### config.mk
export PLATFORM = sky130hd
export DESIGN_NAME = pose_lever_arm_offset
export DESIGN_NICKNAME = d
export VERILOG_FILES = /design/src/rtl/pla_pkg.sv /design/src/rtl/pla_regs.sv /design/src/rtl/pla_dp.sv /design/src/rtl/pla_ctrl.sv /design/src/rtl/pose_lever_arm_offset.sv
export VERILOG_INCLUDE_DIRS = /design/src /design/src/rtl
export SDC_FILE = /design/constraint.sdc
export NUM_CORES = 2
export LEC_CHECK = 0
export BUFFER_PORTS_ARGS = -buffer_cell sky130_fd_sc_hd__buf_2
export CAP_MARGIN = 20
export CORE_UTILIZATION = 30
export CTS_CLUSTER_DIAMETER = 200
export DETAILED_ROUTE_END_ITERATION = 16
export PLACE_DENSITY = 0.47
export SETUP_SLACK_MARGIN = 0.05
export SLEW_MARGIN = 10
export SYNTH_ARGS = -nofsm -noshare
export SYNTH_HDL_FRONTEND = slang
export SYNTH_SLANG_ARGS = --single-unit
### constraint.sdc
create_clock -name i_clk -period 14.99 [get_ports i_clk]
set_input_delay 1.499 -clock i_clk [delete_from_list [all_inputs] [get_ports i_clk]]
set_output_delay 1.499 -clock i_clk [all_outputs]
set_load 0.05 [all_outputs]
### src/rtl/assert_macros.svh
// Assertion helpers for the RTL files; pla_ctrl.sv is the one that includes them.
`ifndef ASSERT_MACROS_SVH
`define ASSERT_MACROS_SVH

// Same-cycle implication, disabled while reset is asserted.
`define PLA_ASSERT_IMP(label, clk, rst_n, pre, post, msg) \
    label: assert property (@(posedge clk) disable iff (!rst_n) (pre) |-> (post)) \
        else $error(msg);

// Next-cycle implication, disabled while reset is asserted.
`define PLA_ASSERT_NXT(label, clk, rst_n, pre, post, msg) \
    label: assert property (@(posedge clk) disable iff (!rst_n) (pre) |=> (post)) \
        else $error(msg);

`endif

### src/rtl/pla_pkg.sv
package pla_pkg;

    localparam int unsigned POS_W    = 32;
    localparam int unsigned QUAT_W   = 16;
    localparam int unsigned STAMP_W  = 48;
    localparam int unsigned OFF_W    = 21;
    localparam int unsigned IV_W     = 32;
    localparam int unsigned SQ_W     = 32;
    localparam int unsigned MA_W     = 34;
    localparam int unsigned PROD_W   = MA_W + OFF_W;
    localparam int unsigned ACC_W    = 56;
    localparam int unsigned PADDR_W  = 4;
    localparam int unsigned PDATA_W  = 32;
    localparam int unsigned IDX_W    = 4;
    localparam int unsigned Q_STEPS  = 16;
    localparam int unsigned SQ_STEPS = 10;
    localparam int unsigned Q_FRAC   = 15;
    localparam int unsigned ROT_FRAC = 30;

    localparam logic signed [ACC_W-1:0] Q_BIAS   = ACC_W'(2 ** (Q_FRAC - 1));
    localparam logic signed [ACC_W-1:0] ROT_BIAS = ACC_W'(2 ** (ROT_FRAC - 1));

    // Quaternion component positions.
    localparam logic [1:0] C_X = 2'd0;
    localparam logic [1:0] C_Y = 2'd1;
    localparam logic [1:0] C_Z = 2'd2;
    localparam logic [1:0] C_W = 2'd3;

    localparam logic [1:0] COL_LAST = 2'd2;
    localparam logic [1:0] ROW_LAST = 2'd2;

    // Positions of the stored products of the relative quaternion.
    localparam logic [IDX_W-1:0] SQ_XX = 4'd0;
    localparam logic [IDX_W-1:0] SQ_YY = 4'd1;
    localparam logic [IDX_W-1:0] SQ_ZZ = 4'd2;
    localparam logic [IDX_W-1:0] SQ_WW = 4'd3;
    localparam logic [IDX_W-1:0] SQ_XY = 4'd4;
    localparam logic [IDX_W-1:0] SQ_XZ = 4'd5;
    localparam logic [IDX_W-1:0] SQ_YZ = 4'd6;
    localparam logic [IDX_W-1:0] SQ_WX = 4'd7;
    localparam logic [IDX_W-1:0] SQ_WY = 4'd8;
    localparam logic [IDX_W-1:0] SQ_WZ = 4'd9;

    typedef enum logic [1:0] {
        REG_OFF_X,
        REG_OFF_Y,
        REG_OFF_Z,
        REG_MIN_IV
    } t_reg_idx;

    typedef enum logic [1:0] {
        K_NONE,
        K_Q,
        K_SQ,
        K_M
    } t_kind;

    typedef struct packed {
        logic             load;
        t_kind            kind;
        logic [IDX_W-1:0] idx;
        logic             form;
        logic             pub;
    } t_cmd;

    typedef struct packed {
        logic signed [OFF_W-1:0] off_x;
        logic signed [OFF_W-1:0] off_y;
        logic signed [OFF_W-1:0] off_z;
        logic [IV_W-1:0]         min_iv;
    } t_cfg;

    typedef struct packed {
        logic [1:0] in_i;
        logic [1:0] ref_i;
        logic       neg;
    } t_qterm;

    typedef struct packed {
        logic [1:0] a;
        logic [1:0] b;
    } t_pair;

    // Terms of q times the conjugate of the reference, index {component, term}.
    function automatic t_qterm q_term(input logic [IDX_W-1:0] k);
        t_qterm t;
        case (k)
            4'd0:    t = '{C_W, C_X, 1'b1};
            4'd1:    t = '{C_X, C_W, 1'b0};
            4'd2:    t = '{C_Y, C_Z, 1'b1};
            4'd3:    t = '{C_Z, C_Y, 1'b0};
            4'd4:    t = '{C_W, C_Y, 1'b1};
            4'd5:    t = '{C_X, C_Z, 1'b0};
            4'd6:    t = '{C_Y, C_W, 1'b0};
            4'd7:    t = '{C_Z, C_X, 1'b1};
            4'd8:    t = '{C_W, C_Z, 1'b1};
            4'd9:    t = '{C_X, C_Y, 1'b1};
            4'd10:   t = '{C_Y, C_X, 1'b0};
            4'd11:   t = '{C_Z, C_W, 1'b0};
            4'd12:   t = '{C_W, C_W, 1'b0};
            4'd13:   t = '{C_X, C_X, 1'b0};
            4'd14:   t = '{C_Y, C_Y, 1'b0};
            4'd15:   t = '{C_Z, C_Z, 1'b0};
            default: t = '{C_W, C_W, 1'b0};
        endcase
        return t;
    endfunction

    function automatic t_pair sq_pair(input logic [IDX_W-1:0] k);
        t_pair p;
        case (k)
            SQ_XX:   p = '{C_X, C_X};
            SQ_YY:   p = '{C_Y, C_Y};
            SQ_ZZ:   p = '{C_Z, C_Z};
            SQ_WW:   p = '{C_W, C_W};
            SQ_XY:   p = '{C_X, C_Y};
            SQ_XZ:   p = '{C_X, C_Z};
            SQ_YZ:   p = '{C_Y, C_Z};
            SQ_WX:   p = '{C_W, C_X};
            SQ_WY:   p = '{C_W, C_Y};
            SQ_WZ:   p = '{C_W, C_Z};
            default: p = '{C_X, C_X};
        endcase
        return p;
    endfunction

endpackage

### src/rtl/pla_regs.sv
module pla_regs
    import pla_pkg::*;
(
    input  logic               i_clk,
    input  logic               i_rst_n,
    input  logic               psel,
    input  logic               penable,
    input  logic               pwrite,
    input  logic [PADDR_W-1:0] paddr,
    input  logic [PDATA_W-1:0] pwdata,
    output logic [PDATA_W-1:0] prdata,
    output logic               pready,
    output t_cfg               o_cfg
);

    logic signed [OFF_W-1:0] r_off_x;
    logic signed [OFF_W-1:0] r_off_y;
    logic signed [OFF_W-1:0] r_off_z;
    logic [IV_W-1:0]         r_min_iv;
    t_reg_idx                sel;
    logic                    wr_en;

    assign sel    = t_reg_idx'(paddr[PADDR_W-1:2]);
    assign wr_en  = psel && penable && pwrite && pready;
    assign pready = 1'b1;

    always_ff @(posedge i_clk) begin
        if (!i_rst_n) begin
            r_off_x  <= '0;
            r_off_y  <= '0;
            r_off_z  <= '0;
            r_min_iv <= '0;
        end else if (wr_en) begin
            case (sel)
                REG_OFF_X:  r_off_x  <= pwdata[OFF_W-1:0];
                REG_OFF_Y:  r_off_y  <= pwdata[OFF_W-1:0];
                REG_OFF_Z:  r_off_z  <= pwdata[OFF_W-1:0];
                REG_MIN_IV: r_min_iv <= pwdata[IV_W-1:0];
                default: begin
                end
            endcase
        end
    end

    always_comb begin
        case (sel)
            REG_OFF_X:  prdata = {{(PDATA_W-OFF_W){r_off_x[OFF_W-1]}}, r_off_x};
            REG_OFF_Y:  prdata = {{(PDATA_W-OFF_W){r_off_y[OFF_W-1]}}, r_off_y};
            REG_OFF_Z:  prdata = {{(PDATA_W-OFF_W){r_off_z[OFF_W-1]}}, r_off_z};
            REG_MIN_IV: prdata = r_min_iv;
            default:    prdata = '0;
        endcase
    end

    assign o_cfg = '{r_off_x, r_off_y, r_off_z, r_min_iv};

endmodule

### src/rtl/pla_dp.sv
module pla_dp
    import pla_pkg::*;
(
    input  logic                     i_clk,
    input  logic                     i_rst_n,
    input  t_cmd                     i_cmd,
    input  t_cfg                     i_cfg,
    input  logic signed [POS_W-1:0]  i_pos_x,
    input  logic signed [POS_W-1:0]  i_pos_y,
    input  logic signed [POS_W-1:0]  i_pos_z,
    input  logic signed [QUAT_W-1:0] i_quat_x,
    input  logic signed [QUAT_W-1:0] i_quat_y,
    input  logic signed [QUAT_W-1:0] i_quat_z,
    input  logic signed [QUAT_W-1:0] i_quat_w,
    input  logic [STAMP_W-1:0]       i_stamp,
    output logic signed [POS_W-1:0]  o_com_x,
    output logic signed [POS_W-1:0]  o_com_y,
    output logic signed [POS_W-1:0]  o_com_z,
    output logic signed [QUAT_W-1:0] o_rel_x,
    output logic signed [QUAT_W-1:0] o_rel_y,
    output logic signed [QUAT_W-1:0] o_rel_z,
    output logic signed [QUAT_W-1:0] o_rel_w,
    output logic                     o_forward
);

    localparam logic [1:0] Q_TERM_LAST = 2'd3;

    typedef struct packed {
        logic             valid;
        t_kind            kind;
        logic [IDX_W-1:0] idx;
        logic             neg;
    } t_pipe;

    function automatic logic signed [MA_W-1:0] ext_sq(input logic signed [SQ_W-1:0] v);
        return {{(MA_W-SQ_W){v[SQ_W-1]}}, v};
    endfunction

    function automatic logic signed [QUAT_W-1:0] sat_rel(input logic signed [ACC_W-1:0] v);
        logic signed [ACC_W-1:0] s;
        logic [ACC_W-QUAT_W:0]   hi;
        s  = v >>> Q_FRAC;
        hi = s[ACC_W-1:QUAT_W-1];
        if ((&hi) || !(|hi)) begin
            return s[QUAT_W-1:0];
        end else if (s[ACC_W-1]) begin
            return {1'b1, {(QUAT_W-1){1'b0}}};
        end else begin
            return {1'b0, {(QUAT_W-1){1'b1}}};
        end
    endfunction

    function automatic logic signed [POS_W-1:0] add_sat(input logic signed [POS_W-1:0] p,
                                                        input logic signed [ACC_W-1:0] v);
        logic signed [ACC_W-1:0] s;
        logic signed [POS_W:0]   sum;
        s   = v >>> ROT_FRAC;
        sum = {p[POS_W-1], p} + s[POS_W:0];
        if (sum[POS_W] == sum[POS_W-1]) begin
            return sum[POS_W-1:0];
        end else if (sum[POS_W]) begin
            return {1'b1, {(POS_W-1){1'b0}}};
        end else begin
            return {1'b0, {(POS_W-1){1'b1}}};
        end
    endfunction

    logic signed [POS_W-1:0]  r_pos [3];
    logic signed [QUAT_W-1:0] r_q1 [4];
    logic signed [QUAT_W-1:0] r_ref [4];
    logic                     r_await;
    logic [STAMP_W-1:0]       r_last;
    logic                     r_fwd;
    logic signed [QUAT_W-1:0] r_rel [4];
    logic signed [SQ_W-1:0]   r_sq [SQ_STEPS];
    logic signed [MA_W-1:0]   r_ma;
    logic signed [PROD_W-1:0] r_prod;
    t_pipe                    r_p;
    logic signed [ACC_W-1:0]  r_acc;
    t_pipe                    r_a;
    logic signed [POS_W-1:0]  r_com [3];
    logic signed [POS_W-1:0]  r_o_com [3];
    logic signed [QUAT_W-1:0] r_o_rel [4];
    logic                     r_o_fwd;

    logic [STAMP_W-1:0]       gap;
    logic                     fwd_now;
    t_qterm                   qt;
    t_pair                    sp;
    logic signed [MA_W-1:0]   mul_a;
    logic signed [OFF_W-1:0]  mul_b;
    logic                     mul_neg;
    logic signed [MA_W-1:0]   n_ma;
    logic signed [ACC_W-1:0]  p_ext;
    logic signed [ACC_W-1:0]  base;
    logic signed [ACC_W-1:0]  n_acc;
    logic                     p_last;

    assign gap     = i_stamp - r_last;
    assign fwd_now = (i_stamp > r_last) && (gap > {{(STAMP_W-IV_W){1'b0}}, i_cfg.min_iv});

    // Input capture, reference orientation and rate limit.
    always_ff @(posedge i_clk) begin
        if (!i_rst_n) begin
            r_await <= 1'b1;
            r_last  <= '0;
            r_ref   <= '{default: '0};
        end else if (i_cmd.load) begin
            if (fwd_now) begin
                r_last <= i_stamp;
            end
            if (r_await) begin
                r_ref   <= '{i_quat_x, i_quat_y, i_quat_z, i_quat_w};
                r_await <= 1'b0;
            end
        end
    end

    always_ff @(posedge i_clk) begin
        if (i_cmd.load) begin
            r_pos <= '{i_pos_x, i_pos_y, i_pos_z};
            r_q1  <= '{i_quat_x, i_quat_y, i_quat_z, i_quat_w};
            r_fwd <= fwd_now;
        end
    end

    // Rotation matrix entry for {row, col}.
    always_comb begin
        case (i_cmd.idx)
            {2'd0, 2'd0}: n_ma = ext_sq(r_sq[SQ_WW]) + ext_sq(r_sq[SQ_XX])
                                 - ext_sq(r_sq[SQ_YY]) - ext_sq(r_sq[SQ_ZZ]);
            {2'd0, 2'd1}: n_ma = (ext_sq(r_sq[SQ_XY]) - ext_sq(r_sq[SQ_WZ])) <<< 1;
            {2'd0, 2'd2}: n_ma = (ext_sq(r_sq[SQ_XZ]) + ext_sq(r_sq[SQ_WY])) <<< 1;
            {2'd1, 2'd0}: n_ma = (ext_sq(r_sq[SQ_XY]) + ext_sq(r_sq[SQ_WZ])) <<< 1;
            {2'd1, 2'd1}: n_ma = ext_sq(r_sq[SQ_WW]) - ext_sq(r_sq[SQ_XX])
                                 + ext_sq(r_sq[SQ_YY]) - ext_sq(r_sq[SQ_ZZ]);
            {2'd1, 2'd2}: n_ma = (ext_sq(r_sq[SQ_YZ]) - ext_sq(r_sq[SQ_WX])) <<< 1;
            {2'd2, 2'd0}: n_ma = (ext_sq(r_sq[SQ_XZ]) - ext_sq(r_sq[SQ_WY])) <<< 1;
            {2'd2, 2'd1}: n_ma = (ext_sq(r_sq[SQ_YZ]) + ext_sq(r_sq[SQ_WX])) <<< 1;
            {2'd2, 2'd2}: n_ma = ext_sq(r_sq[SQ_WW]) - ext_sq(r_sq[SQ_XX])
                                 - ext_sq(r_sq[SQ_YY]) + ext_sq(r_sq[SQ_ZZ]);
            default:      n_ma = '0;
        endcase
    end

    always_ff @(posedge i_clk) begin
        if (i_cmd.form) begin
            r_ma <= n_ma;
        end
    end

    // Operand selection for the shared multiplier.
    always_comb begin
        qt      = q_term(i_cmd.idx);
        sp      = sq_pair(i_cmd.idx);
        mul_a   = '0;
        mul_b   = '0;
        mul_neg = 1'b0;
        case (i_cmd.kind)
            K_Q: begin
                mul_a   = {{(MA_W-QUAT_W){r_q1[qt.in_i][QUAT_W-1]}}, r_q1[qt.in_i]};
                mul_b   = {{(OFF_W-QUAT_W){r_ref[qt.ref_i][QUAT_W-1]}}, r_ref[qt.ref_i]};
                mul_neg = qt.neg;
            end
            K_SQ: begin
                mul_a = {{(MA_W-QUAT_W){r_rel[sp.a][QUAT_W-1]}}, r_rel[sp.a]};
                mul_b = {{(OFF_W-QUAT_W){r_rel[sp.b][QUAT_W-1]}}, r_rel[sp.b]};
            end
            K_M: begin
                mul_a = r_ma;
                case (i_cmd.idx[1:0])
                    2'd0:    mul_b = i_cfg.off_x;
                    2'd1:    mul_b = i_cfg.off_y;
                    default: mul_b = i_cfg.off_z;
                endcase
            end
            default: begin
            end
        endcase
    end

    always_ff @(posedge i_clk) begin
        r_prod <= mul_a * mul_b;
    end

    // Accumulation of signed products onto the rounding bias.
    always_comb begin
        p_ext = {{(ACC_W-PROD_W){r_prod[PROD_W-1]}}, r_prod};
        if (r_p.kind == K_Q) begin
            base   = (r_p.idx[1:0] == 2'd0) ? Q_BIAS : r_acc;
            p_last = (r_p.idx[1:0] == Q_TERM_LAST);
        end else begin
            base   = (r_p.idx[1:0] == 2'd0) ? ROT_BIAS : r_acc;
            p_last = (r_p.idx[1:0] == COL_LAST);
        end
        n_acc = r_p.neg ? (base - p_ext) : (base + p_ext);
    end

    always_ff @(posedge i_clk) begin
        if (!i_rst_n) begin
            r_p <= '0;
            r_a <= '0;
        end else begin
            r_p <= '{i_cmd.kind != K_NONE, i_cmd.kind, i_cmd.idx, mul_neg};
            r_a <= '{r_p.valid && (r_p.kind != K_SQ) && p_last, r_p.kind, r_p.idx, 1'b0};
        end
    end

    always_ff @(posedge i_clk) begin
        if (r_p.valid) begin
            if (r_p.kind == K_SQ) begin
                r_sq[r_p.idx] <= r_prod[SQ_W-1:0];
            end else begin
                r_acc <= n_acc;
            end
        end
    end

    always_ff @(posedge i_clk) begin
        if (r_a.valid) begin
            if (r_a.kind == K_Q) begin
                r_rel[r_a.idx[3:2]] <= sat_rel(r_acc);
            end else begin
                r_com[r_a.idx[3:2]] <= add_sat(r_pos[r_a.idx[3:2]], r_acc);
            end
        end
    end

    always_ff @(posedge i_clk) begin
        if (i_cmd.pub) begin
            r_o_com <= r_com;
            r_o_rel <= r_rel;
            r_o_fwd <= r_fwd;
        end
    end

    assign o_com_x   = r_o_com[0];
    assign o_com_y   = r_o_com[1];
    assign o_com_z   = r_o_com[2];
    assign o_rel_x   = r_o_rel[C_X];
    assign o_rel_y   = r_o_rel[C_Y];
    assign o_rel_z   = r_o_rel[C_Z];
    assign o_rel_w   = r_o_rel[C_W];
    assign o_forward = r_o_fwd;

endmodule

### src/rtl/pla_ctrl.sv
`include "assert_macros.svh"

module pla_ctrl
    import pla_pkg::*;
(
    input  logic i_clk,
    input  logic i_rst_n,
    input  logic i_valid,
    output logic o_ready,
    output logic o_valid,
    input  logic i_ready,
    output t_cmd o_cmd
);

    localparam int unsigned Q_DRAIN = 2;
    localparam int unsigned M_DRAIN = 2;

    typedef enum logic [8:0] {
        S_IDLE  = 9'b000000001,
        S_QMUL  = 9'b000000010,
        S_QWAIT = 9'b000000100,
        S_SQ    = 9'b000001000,
        S_SWAIT = 9'b000010000,
        S_MFORM = 9'b000100000,
        S_MMUL  = 9'b001000000,
        S_MWAIT = 9'b010000000,
        S_PUB   = 9'b100000000
    } t_state;

    t_state           r_state;
    t_state           n_state;
    logic [IDX_W-1:0] r_cnt;
    logic [IDX_W-1:0] n_cnt;
    logic             r_ovalid;
    logic             n_ovalid;

    always_comb begin
        n_state  = r_state;
        n_cnt    = r_cnt;
        o_cmd    = '{1'b0, K_NONE, r_cnt, 1'b0, 1'b0};
        n_ovalid = r_ovalid && !i_ready;
        case (r_state)
            S_IDLE: begin
                if (i_valid) begin
                    o_cmd.load = 1'b1;
                    n_cnt      = '0;
                    n_state    = S_QMUL;
                end
            end
            S_QMUL: begin
                o_cmd.kind = K_Q;
                if (r_cnt == IDX_W'(Q_STEPS - 1)) begin
                    n_cnt   = '0;
                    n_state = S_QWAIT;
                end else begin
                    n_cnt = r_cnt + 1'b1;
                end
            end
            S_QWAIT: begin
                if (r_cnt == IDX_W'(Q_DRAIN - 1)) begin
                    n_cnt   = '0;
                    n_state = S_SQ;
                end else begin
                    n_cnt = r_cnt + 1'b1;
                end
            end
            S_SQ: begin
                o_cmd.kind = K_SQ;
                if (r_cnt == IDX_W'(SQ_STEPS - 1)) begin
                    n_cnt   = '0;
                    n_state = S_SWAIT;
                end else begin
                    n_cnt = r_cnt + 1'b1;
                end
            end
            S_SWAIT: begin
                n_cnt   = '0;
                n_state = S_MFORM;
            end
            S_MFORM: begin
                o_cmd.form = 1'b1;
                n_state    = S_MMUL;
            end
            S_MMUL: begin
                o_cmd.kind = K_M;
                if (r_cnt[3:2] == ROW_LAST && r_cnt[1:0] == COL_LAST) begin
                    n_cnt   = '0;
                    n_state = S_MWAIT;
                end else if (r_cnt[1:0] == COL_LAST) begin
                    n_cnt   = {r_cnt[3:2] + 2'd1, 2'd0};
                    n_state = S_MFORM;
                end else begin
                    n_cnt   = r_cnt + 1'b1;
                    n_state = S_MFORM;
                end
            end
            S_MWAIT: begin
                if (r_cnt == IDX_W'(M_DRAIN - 1)) begin
                    n_cnt   = '0;
                    n_state = S_PUB;
                end else begin
                    n_cnt = r_cnt + 1'b1;
                end
            end
            S_PUB: begin
                if (!r_ovalid || i_ready) begin
                    o_cmd.pub = 1'b1;
                    n_ovalid  = 1'b1;
                    n_state   = S_IDLE;
                end
            end
            default: begin
                n_state = S_IDLE;
            end
        endcase
    end

    always_ff @(posedge i_clk) begin
        if (!i_rst_n) begin
            r_state  <= S_IDLE;
            r_cnt    <= '0;
            r_ovalid <= 1'b0;
        end else begin
            r_state  <= n_state;
            r_cnt    <= n_cnt;
            r_ovalid <= n_ovalid;
        end
    end

    assign o_ready = (r_state == S_IDLE);
    assign o_valid = r_ovalid;

    `PLA_ASSERT_NXT(a_start_qmul, i_clk, i_rst_n, i_valid && o_ready, r_state == S_QMUL, "accepted transfer did not start the quaternion product")
    `PLA_ASSERT_IMP(a_rose_after_pub, i_clk, i_rst_n, $rose(r_ovalid), $past(r_state == S_PUB), "result became valid outside the publish step")
    `PLA_ASSERT_IMP(a_mmul_range, i_clk, i_rst_n, r_state == S_MMUL, (r_cnt[1:0] != 2'd3) && (r_cnt[3:2] != 2'd3), "matrix step index out of range")

endmodule

### src/rtl/pose_lever_arm_offset.sv
// Pose lever-arm compensation.
// Input channel (i_valid / o_ready) carries one camera pose sample per transfer:
// Q16.16 position, Q1.15 orientation quaternion and a 48-bit microsecond stamp.
// Output channel (o_valid / i_ready) carries the center-of-mass position, the
// orientation relative to the first sample after reset, and the forward flag.
// The APB port holds the lever-arm offset and the minimum forward interval;
// write it only while no sample is in flight.
// A sample is accepted only while the block is idle. Its result becomes valid
// as the block returns to idle, and the next sample can be accepted in that
// same cycle; a new sample is never taken before the last one is finished.
// All products run in sequence on a single shared 34 x 21 multiplier: 16
// quaternion products, 10 squared terms and 9 matrix-by-offset products.
// The finished result sits in an output register; while the receiver stalls,
// the next sample is still taken and computed, and it waits for publication
// until the previous result has been transferred.
// Reset clears the offsets, the interval, the last forwarded stamp and the
// valid flags, and arms the capture of a new reference orientation.
module pose_lever_arm_offset
    import pla_pkg::*;
(
    input  logic                     i_clk,
    input  logic                     i_rst_n,
    input  logic                     psel,
    input  logic                     penable,
    input  logic                     pwrite,
    input  logic [PADDR_W-1:0]       paddr,
    input  logic [PDATA_W-1:0]       pwdata,
    output logic [PDATA_W-1:0]       prdata,
    output logic                     pready,
    input  logic                     i_valid,
    output logic                     o_ready,
    input  logic signed [POS_W-1:0]  i_pos_x,
    input  logic signed [POS_W-1:0]  i_pos_y,
    input  logic signed [POS_W-1:0]  i_pos_z,
    input  logic signed [QUAT_W-1:0] i_quat_x,
    input  logic signed [QUAT_W-1:0] i_quat_y,
    input  logic signed [QUAT_W-1:0] i_quat_z,
    input  logic signed [QUAT_W-1:0] i_quat_w,
    input  logic [STAMP_W-1:0]       i_stamp,
    output logic                     o_valid,
    input  logic                     i_ready,
    output logic signed [POS_W-1:0]  o_com_x,
    output logic signed [POS_W-1:0]  o_com_y,
    output logic signed [POS_W-1:0]  o_com_z,
    output logic signed [QUAT_W-1:0] o_rel_x,
    output logic signed [QUAT_W-1:0] o_rel_y,
    output logic signed [QUAT_W-1:0] o_rel_z,
    output logic signed [QUAT_W-1:0] o_rel_w,
    output logic                     o_forward
);

    t_cfg cfg;
    t_cmd cmd;

    pla_regs u_regs (
        .i_clk   (i_clk),
        .i_rst_n (i_rst_n),
        .psel    (psel),
        .penable (penable),
        .pwrite  (pwrite),
        .paddr   (paddr),
        .pwdata  (pwdata),
        .prdata  (prdata),
        .pready  (pready),
        .o_cfg   (cfg)
    );

    pla_ctrl u_ctrl (
        .i_clk   (i_clk),
        .i_rst_n (i_rst_n),
        .i_valid (i_valid),
        .o_ready (o_ready),
        .o_valid (o_valid),
        .i_ready (i_ready),
        .o_cmd   (cmd)
    );

    pla_dp u_dp (
        .i_clk     (i_clk),
        .i_rst_n   (i_rst_n),
        .i_cmd     (cmd),
        .i_cfg     (cfg),
        .i_pos_x   (i_pos_x),
        .i_pos_y   (i_pos_y),
        .i_pos_z   (i_pos_z),
        .i_quat_x  (i_quat_x),
        .i_quat_y  (i_quat_y),
        .i_quat_z  (i_quat_z),
        .i_quat_w  (i_quat_w),
        .i_stamp   (i_stamp),
        .o_com_x   (o_com_x),
        .o_com_y   (o_com_y),
        .o_com_z   (o_com_z),
        .o_rel_x   (o_rel_x),
        .o_rel_y   (o_rel_y),
        .o_rel_z   (o_rel_z),
        .o_rel_w   (o_rel_w),
        .o_forward (o_forward)
    );

endmodule

==> qor.yml <==
tritoncts: "built"
internal_power_w: 0.006529
final-seq-area_mm2: 0.03277
met3_usage_pct: 4.517
grt.busiest_layer: "met2"
tightest_slew_ns: 1.186
syn_avg_cell_area_um2: 10.20
use_met1_pct: 26.12
cts_hold_buf: 0
skew_ns: 0.08970
worstPathArrival_ns: 12.78
cts.sinks: 1191
fillers: 30980
rsz0062_at_grt: "no"
max_stage_delay_ns: 0.88
die_x_um: 556.7
p_seq_share_pct: 41.9
layout-drive-gt1-share_pct: 10.43
synthesis.area_mm2: 0.09230
setup_violations: 0
first_global_vias: 70300
ys_warn_count: 0
finalNonFillerCells: 13710
vias_per_cell: 4.992
num_vias: 68420
antenna_found_initial: 69
drc: 0
placedCellCount: 13420
grt_first_pass_wirelength_um: 453300
htreeDepth: 4
finalHoldViolCount: 0
gp_congestion: 0.9033
synth_seq_area_share_pct: 35.50
cts_buffers: 150
die-area_mm2: 0.3099
start_util_pct: 30.16
layout.nets: 11120
setup.worst_path.end_class: "flop"
met2_usage_pct: 31.14
multi_input_area_mm2: 0.05398
clockBufferDepth: 4
root_buffer: "clkbuf_16"
drt_iter0_markers: 5122
power.switching_w: 0.002520
hold_path_class: "reg2reg"
critPathMostFrequentCell: "fa_1"
synth_edf_count: 892
clk_pin_slew_ns: 0.06
critPathRequiredTime_ns: 15.75
grt_use_total_pct: 19.54
max-slew-margin-rel_pct: 19.94
drv_cap: 0
drtPass1Iterations: 6
postCtsSetupBuffers: 0
hpwlAfterDp_um: 237000
drt_wl_total_um: 304800
syn_nets: 10690
finalSetupTns_ns: 0
postLayoutSetupSlackWorst_ns: 2.975
combPwrFrac_pct: 18.2
vdd_drop_max_mv: 0.08297
total_leakage_power_nw: 43.91
die_y_um: 556.7
finalPower_w: 0.009049
ys_seq_elements: 1191
clock_latency_ns: 0.86
p_clk_share_pct: 39.9
grt-ovfl-total: 0
post-place-ws_ns: 3.022
slowest_stage: "dfxtp_1"
core_area_mm2: 0.3061
ctsResizeCount: 0
antenna_left: 0
grt_max_degree: 154
synth_cell_type_count: 88
status: "finished, final reports clean"
p_sw_share_pct: 27.85
maxSlewViolCount: 0
syn_inst: 9050
finalCritPeriodShare_pct: 80.15
area_growth_pct: 13.57
port_buffers: 443
min_period_ns: 12.01
crit_type: "reg2reg"
synthArstFlopShare_pct: 0
synth_flop_cell: "edfxtp_1"
crit_fanout: 27
num_rows: 203
wire_per_inst_um: 22.24
power_density_mw_per_mm2: 86.33
fmax_mhz: 83.23
io-pin-count: 447
cp-start-kind: "flop"
-- flip-flops by register name, indices dropped and copies added, names as in the netlist, 55 cells and up --
| register | count |
|---|---|
| u_dp.r_ref | 64 |
| u_dp.r_com | 96 |
| u_dp.r_pos | 96 |
| u_dp.r_prod | 55 |
| u_dp.r_rel | 64 |
| u_dp.r_acc | 56 |
| u_dp.r_sq | 320 |
| u_dp.r_q1 | 64 |
-- power by group through the flow --
stage	Combinational (W)	Sequential, W	Clock, W
after global routing	0.00181	0.00380	0.00382
after floorplan	0.00114	0.00385	0
final	0.00165	0.00379	0.00361
after detailed placement	0.00162	0.00386	0
after CTS	0.00163	0.00379	0.00371
after global placement	0.00160	0.00385	0
-- layout make-up --
class	count	share of cell area, %
tap	4100	4.894
timing repair buffer	592	3.248
antenna	18	0.04297
clock inverter	78	0.7746
inverter	1243	4.451
sequential	1191	31.26
multi-input combinational	6300	51.49
clock buffer	185	3.835
-- routing by layer --
| layer | share of wire [%] | vias to the layer above |
|---|---|---|
| met5 | 0.18 | - |
| li1 | - | 31470 |
| met4 | 3.4 | 84 |
| met2 | 45 | 2015 |
| met3 | 7.7 | 449 |
| met1 | 43 | 34400 |
-- placed cells by master, fill, tap and decap left out, drive strengths merged, types with 60 or more instances in the layout --
cell	synthesis	layout
inv	1242	1245
nand2	1142	1142
edfxtp	892	892
fa	844	844
buf	38	591
ha	549	549
nor2	544	544
a21oi	450	450
xnor2	340	340
o21ai	316	316
dfxtp	299	299
a21o	214	214
clkbuf	278	186
a21boi	178	178
xor2	162	162
nor2b	120	120
nand3	113	113
nand2b	106	106
nor3	92	92
mux2i	90	90
mux4	84	84
and2	70	70
o21a	66	66
a211oi	60	60
-- stage by stage --
stage	hold WS, ns	instance area (um2)	utilization (%)
final	0.4083	104800	34.25
after global routing	0.4203	104800	34.24
after CTS	0.4145	104700	34.21
after detailed placement	0.4045	99870	32.63
after global placement	0.4012	99830	32.62
after floorplan	0.4003	92300	-
-- cells by family (layout without fill, tap and decap cells) --
family / count (synthesis) / in the layout / synth area share, %
buf+inv: 1559 / 2098 / 6.372
xor+xnor: 502 / 502 / 4.763
mux: 174 / 174 / 3.025
simple gates: 2487 / 2487 / 12.16
fa+ha+maj: 1424 / 1424 / 26.08
compound gates: 1712 / 1712 / 12.09
flops: 1191 / 1191 / 35.50
other cells: 1 / 19 / 0.004063
-- critical path, delay by kind of cell, from the launching register on --
kind                       cells  cell delay, ns
buffers and inverters          5            1.47
xor gates and xnor gates       1            0.15
and+or+nand+nor                1            0.23
DFF                            1            0.88
AOI/OAI and AO/OA             12            4.95
adders and majority gates      8            3.75
muxes                          1            0.54
-- Yosys cell counts (45+ instances only) --
library cell | count | area (um2)
inv_1 | 1242 | 4662
nand2_1 | 1142 | 4287
edfxtp_1 | 892 | 26790
fa_1 | 844 | 16900
ha_1 | 549 | 6869
nor2_1 | 544 | 2042
a21oi_1 | 450 | 2252
xnor2_1 | 340 | 2978
o21ai_0 | 306 | 1531
dfxtp_1 | 299 | 5986
clkbuf_1 | 278 | 1044
a21o_1 | 214 | 1607
a21boi_0 | 178 | 1336
xor2_1 | 162 | 1419
nor2b_1 | 120 | 750.7
nand3_1 | 113 | 565.5
nand2b_1 | 106 | 663.1
nor3_1 | 92 | 460.4
mux2i_1 | 90 | 900.9
mux4_2 | 84 | 1892
and2_1 | 69 | 431.7
o21a_1 | 66 | 495.5
a211oi_1 | 59 | 442.9
a31oi_1 | 54 | 337.8
nand4_1 | 54 | 337.8
and3_1 | 53 | 331.6
or2_2 | 46 | 287.8
o21bai_1 | 45 | 337.8
-- path summary, 6_finish.rpt --
kind             startpoint                to  slack [ns]  depth (start not counted)
max              u_dp.qt[1]   u_dp.r_prod[54]        2.98                         28
min          u_dp.r_com[12]  u_dp.o_com_z[12]        0.41                          0
max reg2reg      u_dp.qt[1]   u_dp.r_prod[54]        2.98                         28
min reg2reg  u_dp.r_com[12]  u_dp.o_com_z[12]        0.41                          0
Note: power is estimated with default switching activity, not from simulation.
